[src/rtl/radix_number_lexer_defines.svh]
// ---------------------------------------------------------------------------
// Radix number lexer assertion macros
// Concurrent assertion wrappers that compile away when SYNTHESIS is defined.
// ---------------------------------------------------------------------------
`ifndef RADIX_NUMBER_LEXER_DEFINES_SVH
`define RADIX_NUMBER_LEXER_DEFINES_SVH

`ifndef SYNTHESIS
// Same-cycle implication, checked outside reset.
`define RNL_ASSERT_SAME(lbl, clk, rst, ante, cons) \
   lbl: assert property (@(posedge clk) disable iff (rst) (ante) |-> (cons)) \
      else $error("radix_number_lexer: assertion failed");
// Next-cycle implication, checked outside reset.
`define RNL_ASSERT_NEXT(lbl, clk, rst, ante, cons) \
   lbl: assert property (@(posedge clk) disable iff (rst) (ante) |=> (cons)) \
      else $error("radix_number_lexer: assertion failed");
`else
`define RNL_ASSERT_SAME(lbl, clk, rst, ante, cons)
`define RNL_ASSERT_NEXT(lbl, clk, rst, ante, cons)
`endif

`endif

[src/rtl/rnl_pkg.sv]
`timescale 1ns / 1ps
// ---------------------------------------------------------------------------
// Radix number lexer package
// Shared types, character codes and the digit decoder.
// ---------------------------------------------------------------------------
package rnl_pkg;

   localparam int CNT_W = 16;
   localparam logic [CNT_W-1:0] MAX_LEN = 16'hFFFF;

   localparam logic [5:0] RADIX_MIN   = 6'd2;
   localparam logic [5:0] RADIX_MAX   = 6'd36;
   localparam logic [5:0] RADIX_RESET = 6'd10;

   localparam logic [7:0] CH_NUL        = 8'h00;
   localparam logic [7:0] CH_PLUS       = 8'h2B;
   localparam logic [7:0] CH_MINUS      = 8'h2D;
   localparam logic [7:0] CH_ZERO       = 8'h30;
   localparam logic [7:0] CH_NINE       = 8'h39;
   localparam logic [7:0] CH_UPPER_A    = 8'h41;
   localparam logic [7:0] CH_UPPER_Z    = 8'h5A;
   localparam logic [7:0] CH_UNDERSCORE = 8'h5F;
   localparam logic [7:0] CH_LOWER_A    = 8'h61;
   localparam logic [7:0] CH_LOWER_Z    = 8'h7A;

   typedef enum logic [1:0] {
      ERR_OK        = 2'd0,
      ERR_LEAD_US   = 2'd1,
      ERR_NO_DIGITS = 2'd2,
      ERR_TRAIL_US  = 2'd3
   } err_type;

   typedef enum logic [2:0] {
      PH_SIGN   = 3'b001,
      PH_ZEROS  = 3'b010,
      PH_DIGITS = 3'b100
   } phase_type;

   typedef struct packed {
      logic             is_end;
      logic [5:0]       digit_value;
      logic             negative;
      err_type          error_code;
      logic [CNT_W-1:0] consumed_count;
      logic             last_of_run;
   } rsp_type;

   typedef struct packed {
      logic [1:0] count;
      rsp_type    res0;
      rsp_type    res1;
   } step_out_type;

   // Returns {valid, value}; letters of either case map to 10..35.
   function automatic logic [6:0] char_digit(input logic [7:0] c);
      logic [7:0] v;
      logic       ok;
      begin
         v  = 8'd0;
         ok = 1'b0;
         if (c >= CH_ZERO && c <= CH_NINE) begin
            v  = c - CH_ZERO;
            ok = 1'b1;
         end else if (c >= CH_LOWER_A && c <= CH_LOWER_Z) begin
            v  = c - CH_LOWER_A + 8'd10;
            ok = 1'b1;
         end else if (c >= CH_UPPER_A && c <= CH_UPPER_Z) begin
            v  = c - CH_UPPER_A + 8'd10;
            ok = 1'b1;
         end
         return {ok, v[5:0]};
      end
   endfunction

endpackage

[src/rtl/rnl_step_core.sv]
`timescale 1ns / 1ps
// ---------------------------------------------------------------------------
// Radix number lexer step core
// Lexer state registers and the single-pass next-state and result logic.
// ---------------------------------------------------------------------------
module rnl_step_core
   import rnl_pkg::*;
(
   input  logic         clock,
   input  logic         reset,
   input  logic [5:0]   radix,
   input  logic [7:0]   char_in,
   input  logic         fire,
   output step_out_type step_out
);

   phase_type        phase_ff, phase_in;
   logic             neg_ff, neg_in;
   logic             zp_ff, zp_in;
   logic             sd_ff, sd_in;
   logic             pu_ff, pu_in;
   logic [CNT_W-1:0] cnt_ff, cnt_in;

   logic [5:0]       base;
   logic [6:0]       dig;
   logic [CNT_W-1:0] bumped;
   logic             go_zero, go_digit, do_end, zero_emit, seen;
   rsp_type          end_res;

   assign base   = (radix < RADIX_MIN) ? RADIX_MIN :
                   ((radix > RADIX_MAX) ? RADIX_MAX : radix);
   assign dig    = char_digit(char_in);
   assign bumped = (cnt_ff < MAX_LEN) ? cnt_ff + 1'b1 : cnt_ff;

   always_comb begin
      phase_in  = phase_ff;
      neg_in    = neg_ff;
      zp_in     = zp_ff;
      sd_in     = sd_ff;
      pu_in     = pu_ff;
      cnt_in    = cnt_ff;
      go_zero   = 1'b0;
      go_digit  = 1'b0;
      do_end    = 1'b0;
      zero_emit = 1'b0;
      seen      = 1'b0;
      end_res   = '0;
      step_out  = '0;

      unique case (phase_ff)
         PH_SIGN: begin
            if (char_in == CH_PLUS || char_in == CH_MINUS) begin
               neg_in = neg_ff ^ (char_in == CH_MINUS);
               cnt_in = bumped;
            end else if (char_in == CH_UNDERSCORE) begin
               step_out.count                = 2'd1;
               step_out.res0.is_end          = 1'b1;
               step_out.res0.negative        = neg_ff;
               step_out.res0.error_code      = ERR_LEAD_US;
               step_out.res0.consumed_count  = cnt_ff;
               step_out.res0.last_of_run     = 1'b1;
               phase_in = PH_SIGN;
               neg_in   = 1'b0;
               zp_in    = 1'b0;
               sd_in    = 1'b0;
               pu_in    = 1'b0;
               cnt_in   = '0;
            end else begin
               go_zero = 1'b1;
            end
         end
         PH_ZEROS:  go_zero  = 1'b1;
         PH_DIGITS: go_digit = 1'b1;
         default:   go_digit = 1'b1;
      endcase

      if (go_zero) begin
         if (char_in == CH_ZERO) begin
            cnt_in   = bumped;
            zp_in    = 1'b1;
            phase_in = PH_ZEROS;
         end else if (char_in == CH_NUL && zp_ff) begin
            // A run of zeros up to NUL still stands for the number zero.
            zero_emit = 1'b1;
            do_end    = 1'b1;
         end else begin
            go_digit = 1'b1;
         end
      end

      if (go_digit) begin
         if (char_in == CH_UNDERSCORE) begin
            cnt_in   = bumped;
            pu_in    = 1'b1;
            phase_in = PH_DIGITS;
         end else if (dig[6] && dig[5:0] < base) begin
            cnt_in   = bumped;
            sd_in    = 1'b1;
            pu_in    = 1'b0;
            phase_in = PH_DIGITS;
            step_out.count             = 2'd1;
            step_out.res0.digit_value  = dig[5:0];
            step_out.res0.last_of_run  = 1'b1;
         end else begin
            do_end = 1'b1;
         end
      end

      if (do_end) begin
         seen                   = sd_ff | zero_emit;
         end_res.is_end         = 1'b1;
         end_res.negative       = neg_ff;
         end_res.last_of_run    = 1'b1;
         end_res.consumed_count = cnt_ff;
         if (!seen) begin
            end_res.error_code = ERR_NO_DIGITS;
         end else if (pu_ff) begin
            end_res.error_code = ERR_TRAIL_US;
            if (cnt_ff != '0) begin
               end_res.consumed_count = cnt_ff - 1'b1;
            end
         end else begin
            end_res.error_code = ERR_OK;
         end
         if (zero_emit) begin
            step_out.count = 2'd2;
            step_out.res0  = '0;
            step_out.res1  = end_res;
         end else begin
            step_out.count = 2'd1;
            step_out.res0  = end_res;
         end
         phase_in = PH_SIGN;
         neg_in   = 1'b0;
         zp_in    = 1'b0;
         sd_in    = 1'b0;
         pu_in    = 1'b0;
         cnt_in   = '0;
      end
   end

   always_ff @(posedge clock) begin
      if (reset) begin
         phase_ff <= PH_SIGN;
         neg_ff   <= 1'b0;
         zp_ff    <= 1'b0;
         sd_ff    <= 1'b0;
         pu_ff    <= 1'b0;
         cnt_ff   <= '0;
      end else if (fire) begin
         phase_ff <= phase_in;
         neg_ff   <= neg_in;
         zp_ff    <= zp_in;
         sd_ff    <= sd_in;
         pu_ff    <= pu_in;
         cnt_ff   <= cnt_in;
      end
   end

endmodule

[src/rtl/rnl_rsp_queue.sv]
`timescale 1ns / 1ps
// ---------------------------------------------------------------------------
// Radix number lexer result queue
// Two-entry result buffer that takes up to two results per cycle.
// ---------------------------------------------------------------------------
module rnl_rsp_queue
   import rnl_pkg::*;
(
   input  logic       clock,
   input  logic       reset,
   input  logic [1:0] push_count,
   input  rsp_type    push0,
   input  rsp_type    push1,
   input  logic       pop,
   output rsp_type    head,
   output logic       head_valid,
   output logic [1:0] fill
);

   rsp_type    slot0_ff, slot0_in;
   rsp_type    slot1_ff, slot1_in;
   logic [1:0] count_ff, count_in;
   rsp_type    keep0;
   logic [1:0] kept;

   // The producer never pushes more than the free space counted without pop.
   always_comb begin
      keep0 = pop ? slot1_ff : slot0_ff;
      kept  = count_ff - {1'b0, pop};
      unique case (kept)
         2'd0: begin
            slot0_in = push0;
            slot1_in = push1;
         end
         2'd1: begin
            slot0_in = keep0;
            slot1_in = push0;
         end
         default: begin
            slot0_in = keep0;
            slot1_in = slot1_ff;
         end
      endcase
      count_in = kept + push_count;
   end

   always_ff @(posedge clock) begin
      if (reset) begin
         count_ff <= 2'd0;
      end else begin
         count_ff <= count_in;
      end
   end

   always_ff @(posedge clock) begin
      slot0_ff <= slot0_in;
      slot1_ff <= slot1_in;
   end

   assign head       = slot0_ff;
   assign head_valid = (count_ff != 2'd0);
   assign fill       = count_ff;

endmodule

[src/rtl/radix_number_lexer.sv]
`timescale 1ns / 1ps
// ---------------------------------------------------------------------------
// Radix number lexer
// Lexes signed numbers in a configurable radix from a character stream.
// ---------------------------------------------------------------------------
// Characters arrive one per transfer on the req_ channel. Each character
// yields zero, one or two results on the rsp_ channel: a digit result per
// accepted digit and an end result with sign, error code and count when a
// number ends. A run of zeros ended by NUL gives a zero digit and the end
// result from the same character. csr_wr_en writes the radix (reset 10);
// write it only while the block is idle.
// A character is held in an input register, runs through one pass of lexer
// logic and its results land in a two-entry result queue, so the first
// result of a character shows on rsp_valid once the queue has registered
// it. One character is taken per cycle while the queue has room for its
// results; a character that gives two results waits until the queue is
// empty.
// When the receiver stalls, the queue fills and req_ready drops after the
// input register is also occupied. Synchronous reset empties the pipeline,
// restores radix 10 and starts a fresh number.
// ---------------------------------------------------------------------------
`include "radix_number_lexer_defines.svh"

module radix_number_lexer
   import rnl_pkg::*;
(
   input  logic        clock,
   input  logic        reset,
   input  logic        csr_wr_en,
   input  logic [5:0]  csr_wr_data,
   input  logic        req_valid,
   output logic        req_ready,
   input  logic [7:0]  req_char_in,
   output logic        rsp_valid,
   input  logic        rsp_ready,
   output logic        rsp_is_end,
   output logic [5:0]  rsp_digit_value,
   output logic        rsp_negative,
   output logic [1:0]  rsp_error_code,
   output logic [15:0] rsp_consumed_count,
   output logic        rsp_last_of_run
);

   logic [5:0]   radix_ff;
   logic [7:0]   char_ff;
   logic         in_vld_ff;
   logic         fire;
   logic [1:0]   q_fill;
   logic [1:0]   free_slots;
   step_out_type step_out;
   rsp_type      q_head;

   always_ff @(posedge clock) begin
      if (reset) begin
         radix_ff <= RADIX_RESET;
      end else if (csr_wr_en) begin
         radix_ff <= csr_wr_data;
      end
   end

   assign free_slots = 2'd2 - q_fill;
   assign fire       = in_vld_ff && (step_out.count <= free_slots);
   assign req_ready  = !in_vld_ff || fire;

   always_ff @(posedge clock) begin
      if (reset) begin
         in_vld_ff <= 1'b0;
      end else if (req_ready) begin
         in_vld_ff <= req_valid;
      end
   end

   always_ff @(posedge clock) begin
      if (req_valid && req_ready) begin
         char_ff <= req_char_in;
      end
   end

   rnl_step_core u_core (
      .clock    (clock),
      .reset    (reset),
      .radix    (radix_ff),
      .char_in  (char_ff),
      .fire     (fire),
      .step_out (step_out)
   );

   rnl_rsp_queue u_queue (
      .clock      (clock),
      .reset      (reset),
      .push_count (fire ? step_out.count : 2'd0),
      .push0      (step_out.res0),
      .push1      (step_out.res1),
      .pop        (rsp_valid && rsp_ready),
      .head       (q_head),
      .head_valid (rsp_valid),
      .fill       (q_fill)
   );

   assign rsp_is_end         = q_head.is_end;
   assign rsp_digit_value    = q_head.digit_value;
   assign rsp_negative       = q_head.negative;
   assign rsp_error_code     = q_head.error_code;
   assign rsp_consumed_count = q_head.consumed_count;
   assign rsp_last_of_run    = q_head.last_of_run;

   `RNL_ASSERT_SAME(a_fill_bound, clock, reset, 1'b1, q_fill <= 2'd2)
   `RNL_ASSERT_SAME(a_digit_clean, clock, reset, rsp_valid && !rsp_is_end,
      (rsp_error_code == ERR_OK) && !rsp_negative && (rsp_consumed_count == '0)
      && (rsp_digit_value < RADIX_MAX))
   `RNL_ASSERT_SAME(a_pair_order, clock, reset, fire && (step_out.count == 2'd2),
      !step_out.res0.is_end && !step_out.res0.last_of_run
      && step_out.res1.is_end && step_out.res1.last_of_run)
   `RNL_ASSERT_NEXT(a_pair_lands, clock, reset, fire && (step_out.count == 2'd2),
      rsp_valid && !rsp_is_end && (q_fill == 2'd2))

endmodule
[config.mk]
export PLATFORM = sky130hd
export DESIGN_NAME = radix_number_lexer
export DESIGN_NICKNAME = d
export VERILOG_FILES = /design/src/rtl/rnl_pkg.sv /design/src/rtl/rnl_step_core.sv /design/src/rtl/rnl_rsp_queue.sv /design/src/rtl/radix_number_lexer.sv
export VERILOG_INCLUDE_DIRS = /design/src /design/src/rtl
export SDC_FILE = /design/constraint.sdc
export NUM_CORES = 1
export LEC_CHECK = 0
export BUFFER_PORTS_ARGS = -buffer_cell sky130_fd_sc_hd__buf_2
export CORE_ASPECT_RATIO = 1.1
export CORE_MARGIN = 4
export CORE_UTILIZATION = 66
export CTS_CLUSTER_SIZE = 10
export DETAILED_ROUTE_END_ITERATION = 12
export PLACE_DENSITY = 0.87
export SETUP_SLACK_MARGIN = 0.05
export SLEW_MARGIN = 5
export SYNTH_ARGS = -nofsm -noshare
export SYNTH_HDL_FRONTEND = slang
export SYNTH_HIERARCHICAL = 1
export SYNTH_SLANG_ARGS = --single-unit
[constraint.sdc]
create_clock -name clock -period 6.2 [get_ports clock]
set_input_delay 0.31 -clock clock [delete_from_list [all_inputs] [get_ports clock]]
set_output_delay 0.31 -clock clock [all_outputs]
set_load 0.02 [all_outputs]
==> results.sh, run 1 <==
export IMPL_status="completed"
export IMPL_antenna_found_initial=0
export IMPL_cts_buffers=9
export IMPL_ys_async_sr_fraction_pct=0
export IMPL_grt_start_max_net_pins=30
export IMPL_ios=48
export IMPL_slew_violations=0
export IMPL_finalCritPeriodShare_pct=83.90
export IMPL_yosysWarnings=6
export IMPL_yosysSeqAreaShare_pct=40.95
export IMPL_reg2regPathDepth=14
export IMPL_synth_area_per_cell_sq_um=10.20
export IMPL_clk_pin_slew_ns=0.09
export IMPL_min_path_cells=1
export IMPL_die_w_microns=99.75
export IMPL_critPathCaptureType="register"
export IMPL_final_cell_mix="edfxtp_1, nand2_1, buf_2"
export IMPL_num_antenna_cells=0
export IMPL_synth_cell_types=84
export IMPL_min_period_ns=5.202
export IMPL_finClkSkew_ns=0.007993
export IMPL_drtIter0Drc=418
export IMPL_cts_tree="done"
export IMPL_num_rows=36
export IMPL_grt_setup_unrepaired="no"
export IMPL_path_class="reg2reg"
export IMPL_grt_pass1_wl_microns=22380
export IMPL_initial_core_util_pct=68.17
export IMPL_power_density_nw_per_um2=382.6
export IMPL_synth_largest_area_cell="edfxtp_1"
export IMPL_track_usage_pct=25.61
export IMPL_layout_drive_gt1_share_pct=23.10
export IMPL_holdCritPathClass="in2reg"
export IMPL_wire_per_inst_microns=17.98
export IMPL_post_cts_buffers=0
export IMPL_final_common_cell="edfxtp_1"
export IMPL_syn_inst=599
export IMPL_antenna_left=0
export IMPL_clock_fmax_mhz=192.2
export IMPL_place_gp_congestion=0.9663
export IMPL_grt_overflow_total=0
export IMPL_layout_nets=664
export IMPL_hold_viol=0
export IMPL_port_buffers=47
export IMPL_area_growth_pct=5.672
export IMPL_place_hpwl_microns=9750
export IMPL_postCtsResizedCells=0
export IMPL_synth_ff_type="edfxtp_1"
export IMPL_h_tree_depth=3
export IMPL_synth_seq_cells=94
export IMPL_critPathLaunchType="register"
export IMPL_critPathArrivalTime_ns=5.46
export IMPL_synth_edff_count=62
export IMPL_tightest_slew_ns=1.226
export IMPL_vias=4764
export IMPL_vias_per_cell=6.386
export IMPL_core_area_sq_um=8964
export IMPL_cts_buffer_depth=2
export IMPL_die_area_sq_um=10860
export IMPL_cts_sinks=94
export IMPL_cp_max_fo=23
export IMPL_utilization_pct=72.04
export IMPL_cp_required_ns=6.46
export IMPL_setup_viol=0
export IMPL_synth_area_leaders="edfxtp_1, dfxtp_1, mux2_2"
export IMPL_slew_headroom_pct=18.27
export IMPL_fin_tns_setup_ns=0
export IMPL_drcViolationCount=0
export IMPL_vdd_drop_max_uv=355.1
export IMPL_root_buffer="clkbuf_8"
export IMPL_synth_top_area_share_pct=30.47
export IMPL_clk_latency_ns=0.36
export IMPL_dr_pass1_iters=5
export IMPL_cts_hold_buf=0
export IMPL_die_h_microns=108.9
export IMPL_routed_wl_microns=13410
export IMPL_max_cap_violations=0
export IMPL_syn_area_sq_um=6111
export IMPL_grt_pass1_vias=4519
export IMPL_p_leak_nw=2.569
export IMPL_fill_cells=627
[critical path: stages (launching register included)]
cell	delay (ns)
edfxtp_1	0.50
inv_1	0.14
ha_1	0.17
nor4bb_1	0.56
a221o_1	0.27
a21bo_2	0.47
clkinv_2	0.25
ha_1	0.38
nor2b_4	0.15
o21ai_2	0.13
and2_1	0.53
clkinv_1	0.42
nor2_1	0.52
nand3_2	0.28
o311ai_1	0.33
[kinds of logic after synthesis]
logic type | after synthesis | synth area share [%]
compound gates | 129 | 15.77
xor+xnor | 19 | 3.133
buf+inv | 66 | 5.835
mux | 61 | 12.37
fa+ha+maj | 18 | 3.686
flops | 94 | 40.95
other cells | 1 | 0.06137
simple gates | 211 | 18.20
[stage by stage]
step	cell area [sq um]	power, mW	setup slack, ns	instances	hold slack [ns]
final	6457	2.471	0.9979	746	0.1221
after global routing	6457	2.607	0.5514	746	0.09873
after CTS	6457	2.483	1.052	746	0.1124
after detailed placement	6280	2.116	1.105	730	0.4884
after global placement	6280	2.057	1.443	730	0.4845
after floorplan	6130	1.947	2.303	604	0.3791
[sequential cells by signal (all words and copies together) (netlist names), 2 cells and up]
name,flops
u_queue/slot1_ff,27
u_core/phase_ff,3
u_queue/fill,2
char_ff,8
u_core/cnt_ff,16
radix_ff,6
u_queue/head,27
[final cells by class]
type                    instances  area (sq um)  area share [%]
clock inverters                 5         36.28          0.5619
flip-flops and latches         94          2502           38.75
clock buffers                  11         141.4           2.190
multi-input cells             444          3271           50.65
well taps                     114         142.6           2.209
inverters                      28         106.4           1.647
repair buffers                 50         257.7           3.991
[power breakdown]
part	switching, mW	internal, mW	total [mW]
Clock	0.212	0.158	0.369
Sequential	0.0630	0.963	1.03
Combinational	0.651	0.423	1.07
Total	0.926	1.54	2.47
[worst paths after layout]
path	start	to	slack (ns)
max	char_ff[4]$_DFFE_PP_	u_core/cnt_ff[6]$_SDFFE_PP0P_	1.0
min	req_char_in[1]	char_ff[1]$_DFFE_PP_	0.12
max reg2reg	char_ff[4]$_DFFE_PP_	u_core/cnt_ff[6]$_SDFFE_PP0P_	1.0
min reg2reg	u_core/zp_ff$_SDFFE_PP0P_	u_core/zp_ff$_SDFFE_PP0P_	0.52
[layer usage]
metal / up-vias / share of wire [%] / track usage, %
met5: - / 0 / 0
met4: 0 / 0.92 / 5.756
met3: 14 / 6.2 / 4.607
met2: 185 / 50 / 43.04
met1: 2294 / 43 / 34.70
li1: 2271 / - / -
[cells in the mapped netlist (13+ instances only)]
library cell / number
clkbuf_1: 18
mux2_2: 36
a21oi_1: 29
nor2b_1: 13
mux2_4: 20
nor2_1: 46
xnor2_1: 13
or3_1: 14
ha_1: 18
o21ai_0: 14
inv_1: 26
nand2_1: 48
dfxtp_1: 32
nor3_1: 22
a31oi_1: 13
edfxtp_1: 62
Power figures use the tool's default switching activity.
==> run 2, diff against run 1 <==
CORE_UTILIZATION = 55   (was 66)
PLACE_DENSITY = 0.77   (was 0.87)
clock period = 4.6 ns   (was 6.2 ns; I/O delays follow)
==> results.sh, run 2 (synthesized netlist as in run 1, its figures left out) <==
export IMPL_seqCellArea_sq_um=2502
export IMPL_layout_drive_gt1_share_pct=25.19
export IMPL_routed_wl_microns=13780
export IMPL_place_hpwl_microns=10050
export IMPL_grt_busiest_layer="met2"
export IMPL_min_period_ns=4.309
export IMPL_final_common_cell="edfxtp_1"
export IMPL_die_h_microns=118.6
export IMPL_core_area_sq_um=10910
export IMPL_track_usage_pct=21.71
export IMPL_cts_tree="done"
export IMPL_final_cell_mix="edfxtp_1, nand2_1, buf_2"
export IMPL_slew_headroom_pct=9.640
export IMPL_p_leak_nw=2.664
export IMPL_port_buffers=47
export IMPL_dr_pass1_iters=5
export IMPL_pwr_share_comb_pct=42.3
export IMPL_multi_input_area_sq_um=3292
export IMPL_cellInternalPower_mw=2.265
export IMPL_fin_area_sq_um=6698
export IMPL_max_cap_violations=0
export IMPL_antenna_found_initial=0
export IMPL_tightest_slew_ns=1.321
export IMPL_grt_overflow_total=0
export IMPL_slowest_delay_ns=0.57
export IMPL_power_switching_mw=1.315
export IMPL_place_gp_congestion=0.9117
export IMPL_num_antenna_cells=0
export IMPL_critPathCaptureType="register"
export IMPL_critical_path_most_common_cell="o21ai_0"
export IMPL_holdCritPathClass="in2reg"
export IMPL_crit_chain="inv_1, ha_1, nor4b_2, or4b_1, o211ai_2, nand2_1, o21ai_0, a32o_1, ha_1, and4_1, o21ai_0, nand2b_1, a21o_1, a21o_2, o21ai_0, a21o_1, mux2_2"
export IMPL_clock_fmax_mhz=232.1
export IMPL_layout_nets=675
export IMPL_ios=48
export IMPL_grt_pass1_wl_microns=22570
export IMPL_vias_per_cell=6.113
export IMPL_finClkSkew_ns=0.006208
export IMPL_cts_sinks=94
export IMPL_num_rows=40
export IMPL_die_area_sq_um=12860
export IMPL_fin_tns_setup_ns=0
export IMPL_clk_latency_ns=0.34
export IMPL_drtIter0Drc=401
export IMPL_drcViolationCount=0
export IMPL_grtUsageMet1_pct=31.67
export IMPL_met2_usage_pct=32.19
export IMPL_met3_usage_pct=3.550
export IMPL_critPathArrivalTime_ns=4.41
export IMPL_finalCritPeriodShare_pct=93.67
export IMPL_setup_viol=0
export IMPL_root_buffer="clkbuf_16"
export IMPL_vias=4829
export IMPL_hold_viol=0
export IMPL_cts_buffers=9
export IMPL_critPathLaunchType="register"
export IMPL_dp_cells=774
export IMPL_pwr_share_clk_pct=19.4
export IMPL_final_cells=790
export IMPL_cp_max_fo=15
export IMPL_path_class="reg2reg"
export IMPL_pwr_share_seq_pct=38.3
export IMPL_critPathTopFamily="compound AO/OA/AOI/OAI gates"
export IMPL_crit_path_top_delay_cell="or4b_1"
export IMPL_swShare_pct=36.73
export IMPL_antenna_left=0
export IMPL_grt_pass1_vias=4568
export IMPL_place_area_sq_um=6404
export IMPL_cp_required_ns=4.70
export IMPL_power_density_nw_per_um2=534.4
export IMPL_clk_pin_slew_ns=0.07
export IMPL_die_w_microns=108.5
export IMPL_crit_buf_inv=1
export IMPL_h_tree_depth=3
export IMPL_initial_core_util_pct=56.01
export IMPL_grt_setup_unrepaired="no"
export IMPL_fill_cells=902
export IMPL_slew_violations=0
export IMPL_area_growth_pct=9.603
export IMPL_wire_per_inst_microns=17.44
export IMPL_grt_start_max_net_pins=31
export IMPL_cts_buffer_depth=2
export IMPL_status="completed"
export IMPL_vdd_drop_max_uv=517.2
run 2: final cells by class:
class	instances	share of cell area (%)
Sequential cell	94	37.36
Multi-Input combinational cell	444	49.15
Tap cell	147	2.746
Inverter	28	1.588
Clock inverter	7	0.7099
Clock buffer	9	3.363
Timing Repair Buffer	61	5.081
run 2: power groups by stage:
stage,logic (mW),registers (mW),clock network [mW]
floorplan,1.09,1.53,0
CTS,1.52,1.37,0.705
detailed placement,1.51,1.39,0
global placement,1.47,1.38,0
finish,1.51,1.37,0.694
global route,1.62,1.40,0.742
run 2: worst paths after layout:
check | start | endpoint | slack (ns) | cells after the start
hold reg to reg | u_core/zp_ff$_SDFFE_PP0P_ | u_core/zp_ff$_SDFFE_PP0P_ | 0.52 | 2
setup reg to reg | char_ff[0]$_DFFE_PP_ | u_queue/head[7]$_DFFE_PP_ | 0.29 | 17
setup / recovery | char_ff[0]$_DFFE_PP_ | u_queue/head[7]$_DFFE_PP_ | 0.29 | 17
hold / removal | req_char_in[4] | char_ff[4]$_DFFE_PP_ | 0.06 | 1
run 2: stage by stage:
step | hold slack (ns) | setup slack (ns) | util, % | power (mW)
finish | 0.06024 | 0.2911 | 61.39 | 3.580
global route | 0.05063 | 0.08741 | 61.39 | 3.761
CTS | 0.05416 | 0.1594 | 61.19 | 3.596
detailed placement | 0.4116 | 0.1789 | 58.69 | 2.901
global placement | 0.4076 | 0.3309 | 58.69 | 2.849
floorplan | 0.2991 | 0.7031 | - | 2.624
run 2: worst reg2reg max path: stages, from the launching register on:
cell and delay [ns]:
edfxtp_1 0.45, inv_1 0.15, ha_1 0.25, nor4b_2 0.17
or4b_1 0.57, o211ai_2 0.19, nand2_1 0.10, o21ai_0 0.08
a32o_1 0.18, ha_1 0.25, and4_1 0.20, o21ai_0 0.10
nand2b_1 0.17, a21o_1 0.22, a21o_2 0.32, o21ai_0 0.16
a21o_1 0.22, mux2_2 0.26
run 2: metal layers:
metal,up-vias,share of wire (%)
li1,2300,-
met1,2263,45
met2,236,45
met3,30,7.7
met4,0,2.2
met5,-,0
run 2: repair_timing:
item,4_1_cts,5_1_grt
gates resized for setup,0,5
setup endpoints to repair,0,47
buffers inserted,0,0
hold buffers,0,0
==> run 3, diff against run 2 <==
RECOVER_POWER = 50   (was unset)
==> results.sh, run 3 (synthesized netlist as in run 1, its figures left out) <==
export IMPL_final_cell_mix="edfxtp_1, nand2_1, nor2_1"
export IMPL_cts_buffer_depth=2
export IMPL_power_density_nw_per_um2=534.6
export IMPL_port_buffers=47
export IMPL_die_h_microns=118.6
export IMPL_ios=48
export IMPL_place_area_sq_um=6404
export IMPL_crit_chain="inv_1, ha_1, nor4b_2, or4b_1, o211ai_2, nand2_1, o21ai_0, a32o_1, ha_1, and4_1, o21ai_0, nand2b_1, a21o_1, a21o_2, o21ai_0, a21o_1, mux2_2"
export IMPL_min_period_ns=4.298
export IMPL_slowest_delay_ns=0.57
export IMPL_cp_max_fo=15
export IMPL_die_area_sq_um=12860
export IMPL_layout_drive_gt1_share_pct=20.68
export IMPL_antenna_found_initial=0
export IMPL_path_class="reg2reg"
export IMPL_drtIter0Drc=455
export IMPL_post_cts_buffers=0
export IMPL_place_gp_congestion=0.9117
export IMPL_final_common_cell="edfxtp_1"
export IMPL_setup_viol=0
export IMPL_p_leak_nw=2.570
export IMPL_area_growth_pct=8.907
export IMPL_root_buffer="clkbuf_16"
export IMPL_postCtsResizedCells=0
export IMPL_fin_area_sq_um=6655
export IMPL_clock_fmax_mhz=232.7
export IMPL_grt_overflow_total=0
export IMPL_status="completed"
export IMPL_slew_violations=0
export IMPL_cp_required_ns=4.70
export IMPL_place_hpwl_microns=10050
export IMPL_track_usage_pct=21.71
export IMPL_antenna_left=0
export IMPL_h_tree_depth=3
export IMPL_holdCritPathClass="in2reg"
export IMPL_clk_pin_slew_ns=0.07
export IMPL_grt_setup_unrepaired="no"
export IMPL_grt_pass1_vias=4568
export IMPL_routed_wl_microns=13800
export IMPL_initial_core_util_pct=56.01
export IMPL_critical_path_most_common_cell="o21ai_0"
export IMPL_cts_buffers=9
export IMPL_num_rows=40
export IMPL_cts_sinks=94
export IMPL_cts_hold_buf=0
export IMPL_totalPowerFinal_mw=3.558
export IMPL_core_area_sq_um=10910
export IMPL_vias_per_cell=6.115
export IMPL_grt_pass1_wl_microns=22570
export IMPL_grt_start_max_net_pins=31
export IMPL_num_antenna_cells=0
export IMPL_vias=4831
export IMPL_slew_headroom_pct=6.485
export IMPL_die_w_microns=108.5
export IMPL_cts_tree="done"
export IMPL_fin_tns_setup_ns=0
export IMPL_max_cap_violations=0
export IMPL_clk_latency_ns=0.34
export IMPL_crit_path_top_delay_cell="or4b_1"
export IMPL_tightest_slew_ns=1.367
export IMPL_wire_per_inst_microns=17.47
export IMPL_vdd_drop_max_uv=504.0
export IMPL_critPathLaunchType="register"
export IMPL_dr_pass1_iters=5
export IMPL_final_cells=790
export IMPL_layout_nets=675
export IMPL_dp_cells=774
export IMPL_finClkSkew_ns=0.006861
export IMPL_critPathArrivalTime_ns=4.40
export IMPL_critPathCaptureType="register"
export IMPL_hold_viol=0
export IMPL_finalCritPeriodShare_pct=93.44
export IMPL_drcViolationCount=0
## run 3: cell count changes in the layout (fill, tap and decap cells not counted)
| cell | before | now |
|---|---|---|
| buf_2 | 47 | 19 |
| clkbuf_1 | 0 | 28 |
| buf_4 | 14 | 12 |
| clkbuf_2 | 0 | 2 |
| and2_0 | 0 | 1 |
| and2_1 | 4 | 3 |
| nand2_1 | 48 | 49 |
| nand2_2 | 1 | 0 |
## run 3: report_power, final
group          switching, mW  internal [mW]  total (mW)
Clock                  0.328          0.368       0.695
Sequential            0.0837           1.29        1.38
Combinational          0.906          0.577        1.48
Total                   1.32           2.24        3.56
## run 3: final cells by class
type / count / area [sq um]
fill: 917 / 4255
multi-input combinational: 444 / 3289
sequential: 94 / 2502
timing repair buffer: 61 / 300.3
clock buffer: 9 / 225.2
tap: 147 / 183.9
inverter: 28 / 106.4
clock inverter: 7 / 47.55
## run 3: path summary, 6_finish.rpt
path                             start                        end  slack (ns)  depth (start not counted)
min reg2reg  u_core/zp_ff$_SDFFE_PP0P_  u_core/zp_ff$_SDFFE_PP0P_        0.53                          2
max reg2reg       char_ff[0]$_DFFE_PP_  u_queue/head[7]$_DFFE_PP_        0.30                         17
max               char_ff[0]$_DFFE_PP_  u_queue/head[7]$_DFFE_PP_        0.30                         17
min                     req_char_in[4]       char_ff[4]$_DFFE_PP_        0.06                          1
## run 3: metal layers
metal	up-vias	share of wire, %	track usage [%]
li1	2299	-	-
met1	2270	45	31.67
met2	234	45	32.19
met3	28	7.2	3.550
met4	0	2.1	8.287
met5	-	0	0
## run 3: worst max-delay path: cells and delay by family, from the launching register on
family / cells / cell delay (ns)
simple gates: 5 / 1.21
compound gates: 8 / 1.47
flops: 1 / 0.45
fa+ha+maj: 2 / 0.49
buf+inv: 1 / 0.15
mux: 1 / 0.26
## run 3: stage by stage
stage	hold WS (ns)	util, %	worst slack [ns]
finish	0.05921	61.00	0.3019
global route	0.05063	61.00	0.08442
CTS	0.05416	61.19	0.1594
detailed placement	0.4116	58.69	0.1789
global placement	0.4076	58.69	0.3309
floorplan	0.2991	-	0.7031
